`src/rtl/font_metrics_parser_assert.svh`:
```
// assertion helpers, clocked on clk and disabled while rst is high
`ifndef FONT_METRICS_PARSER_ASSERT_SVH
`define FONT_METRICS_PARSER_ASSERT_SVH

`ifndef NO_ASSERTIONS

`define FMP_ASSERT_IMP(lbl, ante, cons) \
  lbl: assert property (@(posedge clk) disable iff (rst) (ante) |-> (cons)) \
    else $error("fmp assertion failed");

`define FMP_ASSERT_NXT(lbl, ante, cons) \
  lbl: assert property (@(posedge clk) disable iff (rst) (ante) |=> (cons)) \
    else $error("fmp assertion failed");

`else

`define FMP_ASSERT_IMP(lbl, ante, cons)

`define FMP_ASSERT_NXT(lbl, ante, cons)

`endif

`endif

```
`src/rtl/fmp_pkg.sv`:
```
package fmp_pkg;

  // header layout: last byte of each big-endian word and of the header
  localparam logic [4:0] HDR_COUNT_END   = 5'd3;
  localparam logic [4:0] HDR_VADV_END    = 5'd7;
  localparam logic [4:0] HDR_ASCENT_END  = 5'd11;
  localparam logic [4:0] HDR_DESCENT_END = 5'd15;
  localparam logic [4:0] HDR_LAST        = 5'd23;

  // glyph record layout
  localparam logic [4:0] REC_WIDTH_END = 5'd11;
  localparam logic [4:0] REC_ADV_END   = 5'd15;
  localparam logic [4:0] REC_COUNT_END = 5'd19;
  localparam logic [4:0] REC_LAST      = 5'd27;

  localparam logic [9:0]  IDX_MAX     = 10'd1023;
  localparam logic [31:0] MAX_GLYPHS  = 32'd1000;
  localparam logic [31:0] VAL_LIMIT   = 32'd100;
  localparam logic [6:0]  DEF_WIDTH   = 7'd6;
  localparam logic [30:0] DEF_HEIGHT  = 31'd9;

  localparam int unsigned OUT_BITS = 40;

  typedef struct packed {
    logic        ok;
    logic [31:0] vert_adv;
    logic [31:0] ascent;
    logic [31:0] descent;
    logic [6:0]  widest_glyph;
    logic [6:0]  widest_advance;
  } fmp_summary_t;

  function automatic logic [6:0] below_limit(input logic [31:0] w);
    below_limit = (w < VAL_LIMIT) ? w[6:0] : 7'd0;
  endfunction

endpackage

```
`src/rtl/font_metrics_parser.sv`:
```
// Font metrics parser: takes a font blob one byte per transaction on the s_ side,
// with s_tlast on the final byte, and returns one result transaction per blob on
// the m_ side holding the ok flag, cell width and cell height. One byte is taken
// every clock cycle while s_tready is high; each byte makes one header/record state update.
// The summary register loads when the final byte is taken; the result moves on
// to the output register once it is free, and is offered on the m_ side. The input
// keeps flowing while only the output register holds a result; once a second
// finished blob waits in the summary register, s_tready stays low until the
// output side takes its result.
module font_metrics_parser
  import fmp_pkg::*;
(
  input  logic                clk,
  input  logic                rst,
  input  logic                s_tvalid,
  output logic                s_tready,
  input  logic [7:0]          s_tdata,   // [7:0] data_byte
  input  logic                s_tlast,   // final_byte
  output logic                m_tvalid,
  input  logic                m_tready,
  output logic [OUT_BITS-1:0] m_tdata    // [0] metrics_ok, [7:1] cell_width,
                                         // [38:8] cell_height, [39] zero
);

  logic         sum_valid;
  logic         sum_take;
  fmp_summary_t summary;

  fmp_parser u_parser (
    .clk        (clk),
    .rst        (rst),
    .in_valid   (s_tvalid),
    .data_byte  (s_tdata),
    .final_byte (s_tlast),
    .ready      (s_tready),
    .sum_valid  (sum_valid),
    .summary    (summary),
    .sum_take   (sum_take)
  );

  fmp_result u_result (
    .clk       (clk),
    .rst       (rst),
    .sum_valid (sum_valid),
    .summary   (summary),
    .sum_take  (sum_take),
    .m_tvalid  (m_tvalid),
    .m_tready  (m_tready),
    .m_tdata   (m_tdata)
  );

endmodule

```
`src/rtl/fmp_parser.sv`:
```
`include "font_metrics_parser_assert.svh"

module fmp_parser
  import fmp_pkg::*;
(
  input  logic         clk,
  input  logic         rst,
  input  logic         in_valid,
  input  logic [7:0]   data_byte,
  input  logic         final_byte,
  output logic         ready,
  output logic         sum_valid,
  output fmp_summary_t summary,
  input  logic         sum_take
);

  logic [4:0]  byte_position, byte_position_next;
  logic        in_records, in_records_next;
  logic [31:0] word_shift, word_shift_next;
  logic [31:0] glyph_total, glyph_total_next;
  logic [31:0] vertical_advance, vertical_advance_next;
  logic [31:0] ascent_word, ascent_word_next;
  logic [31:0] descent_word, descent_word_next;
  logic [9:0]  record_index, record_index_next;
  logic [6:0]  pending_width, pending_width_next;
  logic [6:0]  pending_advance, pending_advance_next;
  logic [6:0]  widest_glyph, widest_glyph_next;
  logic [6:0]  widest_advance, widest_advance_next;
  logic        accept;

  // the summary slot is the only thing that can hold up the input
  assign ready  = !sum_valid || sum_take;
  assign accept = in_valid && ready;

  always_comb begin
    word_shift_next       = {word_shift[23:0], data_byte};
    byte_position_next    = byte_position + 5'd1;
    in_records_next       = in_records;
    glyph_total_next      = glyph_total;
    vertical_advance_next = vertical_advance;
    ascent_word_next      = ascent_word;
    descent_word_next     = descent_word;
    record_index_next     = record_index;
    pending_width_next    = pending_width;
    pending_advance_next  = pending_advance;
    widest_glyph_next     = widest_glyph;
    widest_advance_next   = widest_advance;
    if (!in_records) begin
      case (byte_position)
        HDR_COUNT_END:   glyph_total_next      = word_shift_next;
        HDR_VADV_END:    vertical_advance_next = word_shift_next;
        HDR_ASCENT_END:  ascent_word_next      = word_shift_next;
        HDR_DESCENT_END: descent_word_next     = word_shift_next;
        default: ;
      endcase
      if (byte_position >= HDR_LAST) begin
        in_records_next    = 1'b1;
        byte_position_next = 5'd0;
      end
    end else begin
      if (byte_position == REC_WIDTH_END) begin
        pending_width_next = below_limit(word_shift_next);
      end else if (byte_position == REC_ADV_END) begin
        pending_advance_next = below_limit(word_shift_next);
      end else if (byte_position == REC_COUNT_END && {22'd0, record_index} < glyph_total) begin
        if (pending_width > widest_glyph) begin
          widest_glyph_next = pending_width;
        end
        if (pending_advance > widest_advance) begin
          widest_advance_next = pending_advance;
        end
      end
      if (byte_position >= REC_LAST) begin
        byte_position_next = 5'd0;
        if (record_index != IDX_MAX) begin
          record_index_next = record_index + 10'd1;
        end
      end
    end
  end

  always_ff @(posedge clk) begin
    if (rst || (accept && final_byte)) begin
      byte_position    <= '0;
      in_records       <= 1'b0;
      word_shift       <= '0;
      glyph_total      <= '0;
      vertical_advance <= '0;
      ascent_word      <= '0;
      descent_word     <= '0;
      record_index     <= '0;
      pending_width    <= '0;
      pending_advance  <= '0;
      widest_glyph     <= '0;
      widest_advance   <= '0;
    end else if (accept) begin
      byte_position    <= byte_position_next;
      in_records       <= in_records_next;
      word_shift       <= word_shift_next;
      glyph_total      <= glyph_total_next;
      vertical_advance <= vertical_advance_next;
      ascent_word      <= ascent_word_next;
      descent_word     <= descent_word_next;
      record_index     <= record_index_next;
      pending_width    <= pending_width_next;
      pending_advance  <= pending_advance_next;
      widest_glyph     <= widest_glyph_next;
      widest_advance   <= widest_advance_next;
    end
  end

  always_ff @(posedge clk) begin
    if (rst) begin
      sum_valid <= 1'b0;
    end else if (accept && final_byte) begin
      sum_valid <= 1'b1;
    end else if (sum_take) begin
      sum_valid <= 1'b0;
    end
  end

  always_ff @(posedge clk) begin
    if (accept && final_byte) begin
      summary.ok             <= in_records_next && (glyph_total_next != 32'd0)
                                && (glyph_total_next <= MAX_GLYPHS);
      summary.vert_adv       <= vertical_advance_next;
      summary.ascent         <= ascent_word_next;
      summary.descent        <= descent_word_next;
      summary.widest_glyph   <= widest_glyph_next;
      summary.widest_advance <= widest_advance_next;
    end
  end

  `FMP_ASSERT_IMP(a_hdr_pos, !in_records, byte_position <= HDR_LAST)
  `FMP_ASSERT_IMP(a_rec_pos, in_records, byte_position <= REC_LAST)
  `FMP_ASSERT_NXT(a_final_clears, accept && final_byte,
                  byte_position == 5'd0 && !in_records && record_index == 10'd0)

endmodule

```
`src/rtl/fmp_result.sv`:
```
`include "font_metrics_parser_assert.svh"

module fmp_result
  import fmp_pkg::*;
(
  input  logic                clk,
  input  logic                rst,
  input  logic                sum_valid,
  input  fmp_summary_t        summary,
  output logic                sum_take,
  output logic                m_tvalid,
  input  logic                m_tready,
  output logic [OUT_BITS-1:0] m_tdata
);

  logic [31:0] asc_desc;
  logic [31:0] tallest;
  logic [30:0] height_calc;
  logic [6:0]  width_calc;
  logic        metrics_ok;
  logic [6:0]  cell_width;
  logic [30:0] cell_height;

  assign sum_take = sum_valid && (!m_tvalid || m_tready);

  always_comb begin
    asc_desc = summary.ascent + summary.descent;
    // a zero vertical advance falls back to ascent+descent, which max() gives anyway
    tallest  = (summary.vert_adv > asc_desc) ? summary.vert_adv : asc_desc;
    if (tallest == 32'd0 || tallest[31]) begin
      height_calc = DEF_HEIGHT;
    end else begin
      height_calc = tallest[30:0];
    end
    if (summary.widest_glyph != 7'd0) begin
      width_calc = summary.widest_glyph;
    end else if (summary.widest_advance != 7'd0) begin
      width_calc = summary.widest_advance;
    end else begin
      width_calc = DEF_WIDTH;
    end
  end

  always_ff @(posedge clk) begin
    if (rst) begin
      m_tvalid <= 1'b0;
    end else if (sum_take) begin
      m_tvalid <= 1'b1;
    end else if (m_tready) begin
      m_tvalid <= 1'b0;
    end
  end

  always_ff @(posedge clk) begin
    if (sum_take) begin
      metrics_ok  <= summary.ok;
      cell_width  <= summary.ok ? width_calc : 7'd0;
      cell_height <= summary.ok ? height_calc : 31'd0;
    end
  end

  assign m_tdata = {1'b0, cell_height, cell_width, metrics_ok};

  `FMP_ASSERT_NXT(a_take_loads, sum_take, m_tvalid)
  `FMP_ASSERT_IMP(a_bad_zero, m_tvalid && !metrics_ok,
                  cell_width == 7'd0 && cell_height == 31'd0)
  `FMP_ASSERT_IMP(a_good_nonzero, m_tvalid && metrics_ok,
                  cell_width != 7'd0 && cell_width < 7'd100 && cell_height != 31'd0)

endmodule

```
`config.mk`:
```
export PLATFORM = sky130hd
export DESIGN_NAME = font_metrics_parser
export DESIGN_NICKNAME = d
export VERILOG_FILES = /design/src/rtl/fmp_pkg.sv /design/src/rtl/font_metrics_parser.sv /design/src/rtl/fmp_parser.sv /design/src/rtl/fmp_result.sv
export VERILOG_INCLUDE_DIRS = /design/src /design/src/rtl
export SDC_FILE = /design/constraint.sdc
export NUM_CORES = 1
export LEC_CHECK = 0
export BUFFER_PORTS_ARGS = -buffer_cell sky130_fd_sc_hd__buf_2
export CAP_MARGIN = 0
export CORE_ASPECT_RATIO = 1.75
export CORE_MARGIN = 2
export CORE_UTILIZATION = 55
export CTS_CLUSTER_SIZE = 10
export DETAILED_ROUTE_END_ITERATION = 8
export GPL_ROUTABILITY_DRIVEN = 0
export PLACE_DENSITY = 0.73
export SETUP_SLACK_MARGIN = 0.02
export SLEW_MARGIN = 20
export SYNTH_ARGS = -nofsm -noshare
export SYNTH_HDL_FRONTEND = slang
export SYNTH_HIERARCHICAL = 1
export SYNTH_SLANG_ARGS = --single-unit
```
`constraint.sdc`:
```
create_clock -name clk -period 9.15 [get_ports clk]
set_clock_uncertainty 0.2 [all_clocks]
set_input_delay 1.3725 -clock clk [delete_from_list [all_inputs] [get_ports clk]]
set_output_delay 1.3725 -clock clk [all_outputs]
set_load 0.01 [all_outputs]
```
### After elaboration in Yosys (flattened, before gate mapping)

Cells that the tools add are included.

* register bits: 348
* bits in latches: 0
* bits in writable memories: 0
* memory bits (read-only): 0
* input port bits: 13
* output and inout bits: 42
* memories: 0

* add/subtract/negate cells: 3
* multiply operators: 0
* divide/modulo/power cells: 0
* magnitude comparators: 8
* eq/ne operators: 6
* shifts and indexed selects: 0
* muxes and demuxes: 32
* bitwise operators: 2
* reduce and logical (&&, ||, !) cells: 22

Operators with widths (count)
* two-way mux 32 bit: 9
* two-way mux 7 bit: 13
* adder 32 bit: 1
* > comparator 32 bit: 1
* <= comparator 32 x 10 -> 1 bit, second input constant: 1
* zero test 32 bit: 1
* less-than comparator 10 x 32 -> 1 bit: 1
* less-than comparator 32 x 7 -> 1 bit, second input constant: 1
* nonzero test 32 bit: 1
* two-way mux 5 bit: 3
* > comparator 7 bit: 2
* nonzero test 7 bit: 2
* adder 10 x 1 -> 10 bit, second input constant: 1
* == test 5 x 4 -> 1 bit, second input constant: 2
* >= comparator 5 bit, second input constant: 2
* != test 10 bit, second input constant: 1
* AND reduction 4 bit: 2
* logical AND 1 bit: 6
* two-way mux 1 bit: 6
* adder 5 x 1 -> 5 bit, second input constant: 1
* == test 5 x 2 -> 1 bit, second input constant: 1
* == test 5 x 3 -> 1 bit, second input constant: 1
* == test 5 bit, second input constant: 1
* logical OR 1 bit: 4
* other kinds (6): 9

### Depth between registers and ports, before layout

* depth after elaboration: 7
* gate-level depth with buffers: 22

### Cells and area by module

The synthesis kept the hierarchy.

By module, submodules not included
* fmp_parser: times used 1, cells an instance 1233, area an instance 12538.3 µm², seq. area each 7277.0 µm²
* fmp_result: times used 1, cells an instance 591, area an instance 4899.7 µm², seq. area each 1191.1 µm²

### Least setup slack after synthesis

No wires, ideal clock.

* path type: in2reg
* start point: input m_tready
* end point: register u_parser.widest_glyph[0]
* library setup time: 0.138 ns
* arrival: 8.310 ns
* required time: 8.812 ns
* setup slack: 0.502 ns
* stages: 11
* path buffers: 2
* cells stage by stage: inv_1 a21boi_0 nand2b_1 and2_0 clkbuf_1 nand2_1 inv_1 nor2_1 buf_2 nand2_1 mux2i_1

* longest elaborated chain between the ends: 6

Ends and longest elaborated chain
* start: declaration: line font_metrics_parser.sv:20 `input logic m_tready,`
* logical OR 1 bit *: line fmp_result.sv:24 `assign sum_take = sum_valid && (!m_tvalid || m_tready);`
* logical AND 1 bit *: line fmp_result.sv:24
* via sum_take: line font_metrics_parser.sv:26 `logic sum_take;`
* logical OR 1 bit *: line fmp_parser.sv:32 `assign ready = !sum_valid || sum_take;`
* via s_tready: line font_metrics_parser.sv:16 `output logic s_tready,`
* logical AND 1 bit *: line fmp_parser.sv:33 `assign accept = in_valid && ready;`
* logical AND 1 bit: line fmp_parser.sv:83 `if (rst || (accept && final_byte)) begin`
* logical OR 1 bit: line fmp_parser.sv:83
* end signal: assignment: line fmp_parser.sv:107 `widest_glyph <= widest_glyph_next;`
* end: declaration: line fmp_parser.sv:27 `logic [6:0] widest_glyph, widest_glyph_next;`

The timed path passes the listed nets; every way through them passes the cells marked *.
A chain may end at the register's enable or synchronous reset.

### Worst setup path in the final report

* start point: register u_parser/summary[24] (netlist name)
* end point: register u_result.cell_height[25], data pin

* longest elaborated chain between the ends: 6

Ends and longest elaborated chain
* adder 32 bit *: line fmp_result.sv:27 `asc_desc = summary.ascent + summary.descent;`
* > comparator 32 bit: line fmp_result.sv:29 `tallest = (summary.vert_adv > asc_desc) ? summary.vert_adv : asc_desc;`
* two-way mux 32 bit *: line fmp_result.sv:29
* zero test 32 bit: line fmp_result.sv:30 `if (tallest == 32'd0 || tallest[31]) begin`
* logical OR 1 bit: line fmp_result.sv:30
* OR reduction 2 bit (no source line)
* end signal: assignment: line fmp_result.sv:58 `cell_height <= summary.ok ? height_calc : 31'd0;`
* end: declaration: line fmp_result.sv:22 `logic [30:0] cell_height;`

Mark *: on every way between the ends. The rest lies on a longest branch, timed or not.

==> reports/results.txt <==
total number of vias - 13,566
layout cells sized above 1 - 0.137
Max clock buf depth - 3
Seq/Total Area, Yosys - 0.486
Post-route DRC - 0
register bit count reported by yosys - 348
starting density of the core - 0.557
Setup WS pre-CTS - 2.90 ns
Yosys warnings - 6
routed wire length - 43.1 mm
Slew Viols, Final - 0
setup ws final - 2.94 ns
Die X - 139 um
initial antenna violation count - 0
Worst R2R End - u_result/cell_height[25]
FF-to-FF path depth - 18
critical path capture point type - register
Max transition margin - 0.301
diode count - 0
setup TNS - 0 ns
GR Overflow Total - 0
DIE HEIGHT - 240 um
R2R setup slack - 2.94 ns
r2r startpoint - u_parser/summary[24]
Mapped Area - 17,400 um2
largest cells by area after synthesis - edfxtp_1 (26%), dfxtp_1 (23%), mux2_2 (7.2%), ha_1 (6.4%), nor2_1 (5.6%)
largest net degree at the start of global routing - 99
Setup Viol. Count Final - 0
Final period util - 0.678
vias in the first global route - 13,326
post-DR wirelength/cell - 19.1 um
Hold Violations, Final - 0
status - finished, final reports clean
RSZ-0062 raised after global routing - false
Util after Layout - 0.609
post-CTS sizing - 0
leakage power total - 7.22 nW
Antenna Violating Nets Remaining - 0
post-synth top area cell - edfxtp_1
CP max FO - 52
First-pass DRT Iterations - 5
fin area - 19,100 um2
hold crit path type - register to register
Worst EP required - 9.20 ns
cell area power density - 198 nW/um2
Main synth FF type - dfxtp_1
Rows - 86
commonest non-fill, non-tap cell in the layout - nor2_1
vias per cell - 6.03
WP data arrival - 6.26 ns
Max VDD drop - 0.000164 V
most frequent cells in the layout - nor2_1 (260), nand2_1 (203), dfxtp_1 (198), edfxtp_1 (150), nor3_1 (146)
clk_lat worst skew - 0.55 ns
critical path capture point - u_result/cell_height[25]
critical setup path kind - register to register
nets - 1,931
clock slew at reported path FFs - 0.05 ns
Worst Hold Depth - 2
post-layout min period - 6.21 ns
core region area - 31,300 um2
CTS root buffer - clkbuf_16
asr flop ratio synth - 0
EDFF count, synth - 150
Fmax achieved - 0.161 GHz
Area Growth Syn to Fin - 9.37%
hpwl dp - 29.8 mm
# IOs - 55
number of port buffers - 53
Mean Syn Cell Area - 9.56 um2
setup repair bufs after CTS - 0
H-tree levels - 2
DIE AREA - 33,200 um2
CTS Hold Bufs - 0
TritonCTS Buffers - 41
Iter 0 DRT Violations - 1,004
maxcap violations - 0
first-pass GRT wire length - 68.4 mm
post-synthesis net count - 1,927
area of placed instances - 17,900 um2
Post-Synthesis Cells - 1,824
CP startpoint - u_parser/summary[24]
Synth cell types - 84
Yosys top cell area share - 0.258
# clock sinks - 348
GRT Util Overall - 0.255
CP Launch Type - register
CTS tree - done
Worst-Margin Slew - 1.05 ns
==> critical path, stage by stage, from the launching register on <==
cell,delay [ns]
edfxtp_1,0.41
ha_1,0.51
nand4_1,0.24
nor3_1,0.26
o311a_1,0.36
nor2_1,0.08
a21o_1,0.20
o21ai_0,0.21
xor2_1,0.48
inv_1,0.09
ha_1,0.31
and4_1,0.22
a221oi_1,0.42
o21ai_0,0.27
a2bb2oi_4,0.18
buf_4,0.52
nor2_1,0.15
a21oi_4,0.59
a2111oi_0,0.17
==> cells in the mapped netlist, types with 8 or more instances <==
cell and count:
xnor2_1 16, buf_1 9, a21oi_1 135, nor4_1 24, nor3_1 146, buf_2 42
nand3_1 28, a31oi_1 8, edfxtp_1 150, xor2_1 15, inv_1 62, nand2b_1 9
o21ai_0 37, mux2_2 112, nor2_1 261, and3_1 8, a21o_1 9, nand4_1 22
clkbuf_1 47, dfxtp_1 198, nand2_1 204, nor2b_1 10, mux2i_1 32, ha_1 89
a211oi_1 9
==> layout make-up <==
| class | count | area (um2) |
|---|---|---|
| inverters | 62 | 235 |
| multi-input cells | 1311 | 8340 |
| flip-flops and latches | 348 | 8470 |
| well taps | 396 | 495 |
| clock buffers | 65 | 1120 |
| fillers | 2591 | 12200 |
| repair buffers | 64 | 360 |
| clock inverters | 5 | 55.1 |
==> registers in the layout (all words and copies together), names as in the netlist, 10 cells and up <==
signal and count:
u_parser/glyph_total 32, u_parser/descent_word 32, u_parser/ascent_word 32, u_parser/record_index 10, u_result/cell_height 31, u_parser/word_shift 24
u_parser/summary 111, u_parser/vertical_advance 32
==> per-stage QoR <==
stage,total power [mW],cells,hold WS (ns)
floorplan,2.19,1824,0.231
global placement,2.32,2180,0.238
detailed placement,2.33,2181,0.247
CTS,3.78,2251,0.255
global route,3.92,2251,0.278
finish,3.77,2251,0.254
==> how the worst min path moves through the flow <==
stage                        startpoint                  endpoint
6_report       u_parser/glyph_total[30]  u_parser/glyph_total[30]
5_1_grt        u_parser/glyph_total[24]  u_parser/glyph_total[24]
4_1_cts        u_parser/glyph_total[16]  u_parser/glyph_total[16]
3_5_place_dp   u_parser/glyph_total[16]  u_parser/glyph_total[16]
3_3_place_gp   u_parser/glyph_total[16]  u_parser/glyph_total[16]
2_1_floorplan  u_parser/glyph_total[17]  u_parser/glyph_total[17]
==> power breakdown <==
group / internal, mW / switching (mW)
Sequential: 1.71 / 0.0453
Clock: 0.836 / 0.621
Combinational: 0.206 / 0.356
==> kinds of logic (layout without fill, tap and decap cells) <==
| logic type | after synthesis | count (layout) | share of synthesized area |
|---|---|---|---|
| flops | 348 | 348 | 0.486 |
| other cells | 1 | 1 | 0.000215 |
| fa+ha+maj | 90 | 90 | 0.0650 |
| mux | 145 | 145 | 0.0913 |
| simple gates | 765 | 765 | 0.202 |
| xor+xnor | 32 | 32 | 0.0165 |
| buf+inv | 165 | 196 | 0.0398 |
| compound gates | 278 | 278 | 0.0994 |
==> layer usage <==
metal / part of all wire / up-vias / GRT usage
met5: 0 / - / 0
met4: 0.061 / 0 / 0.158
met3: 0.040 / 142 / 0.0326
met2: 0.52 / 400 / 0.467
met1: 0.38 / 6507 / 0.279
li1: - / 6517 / -
No activity file was read; power rests on OpenSTA's default activity.
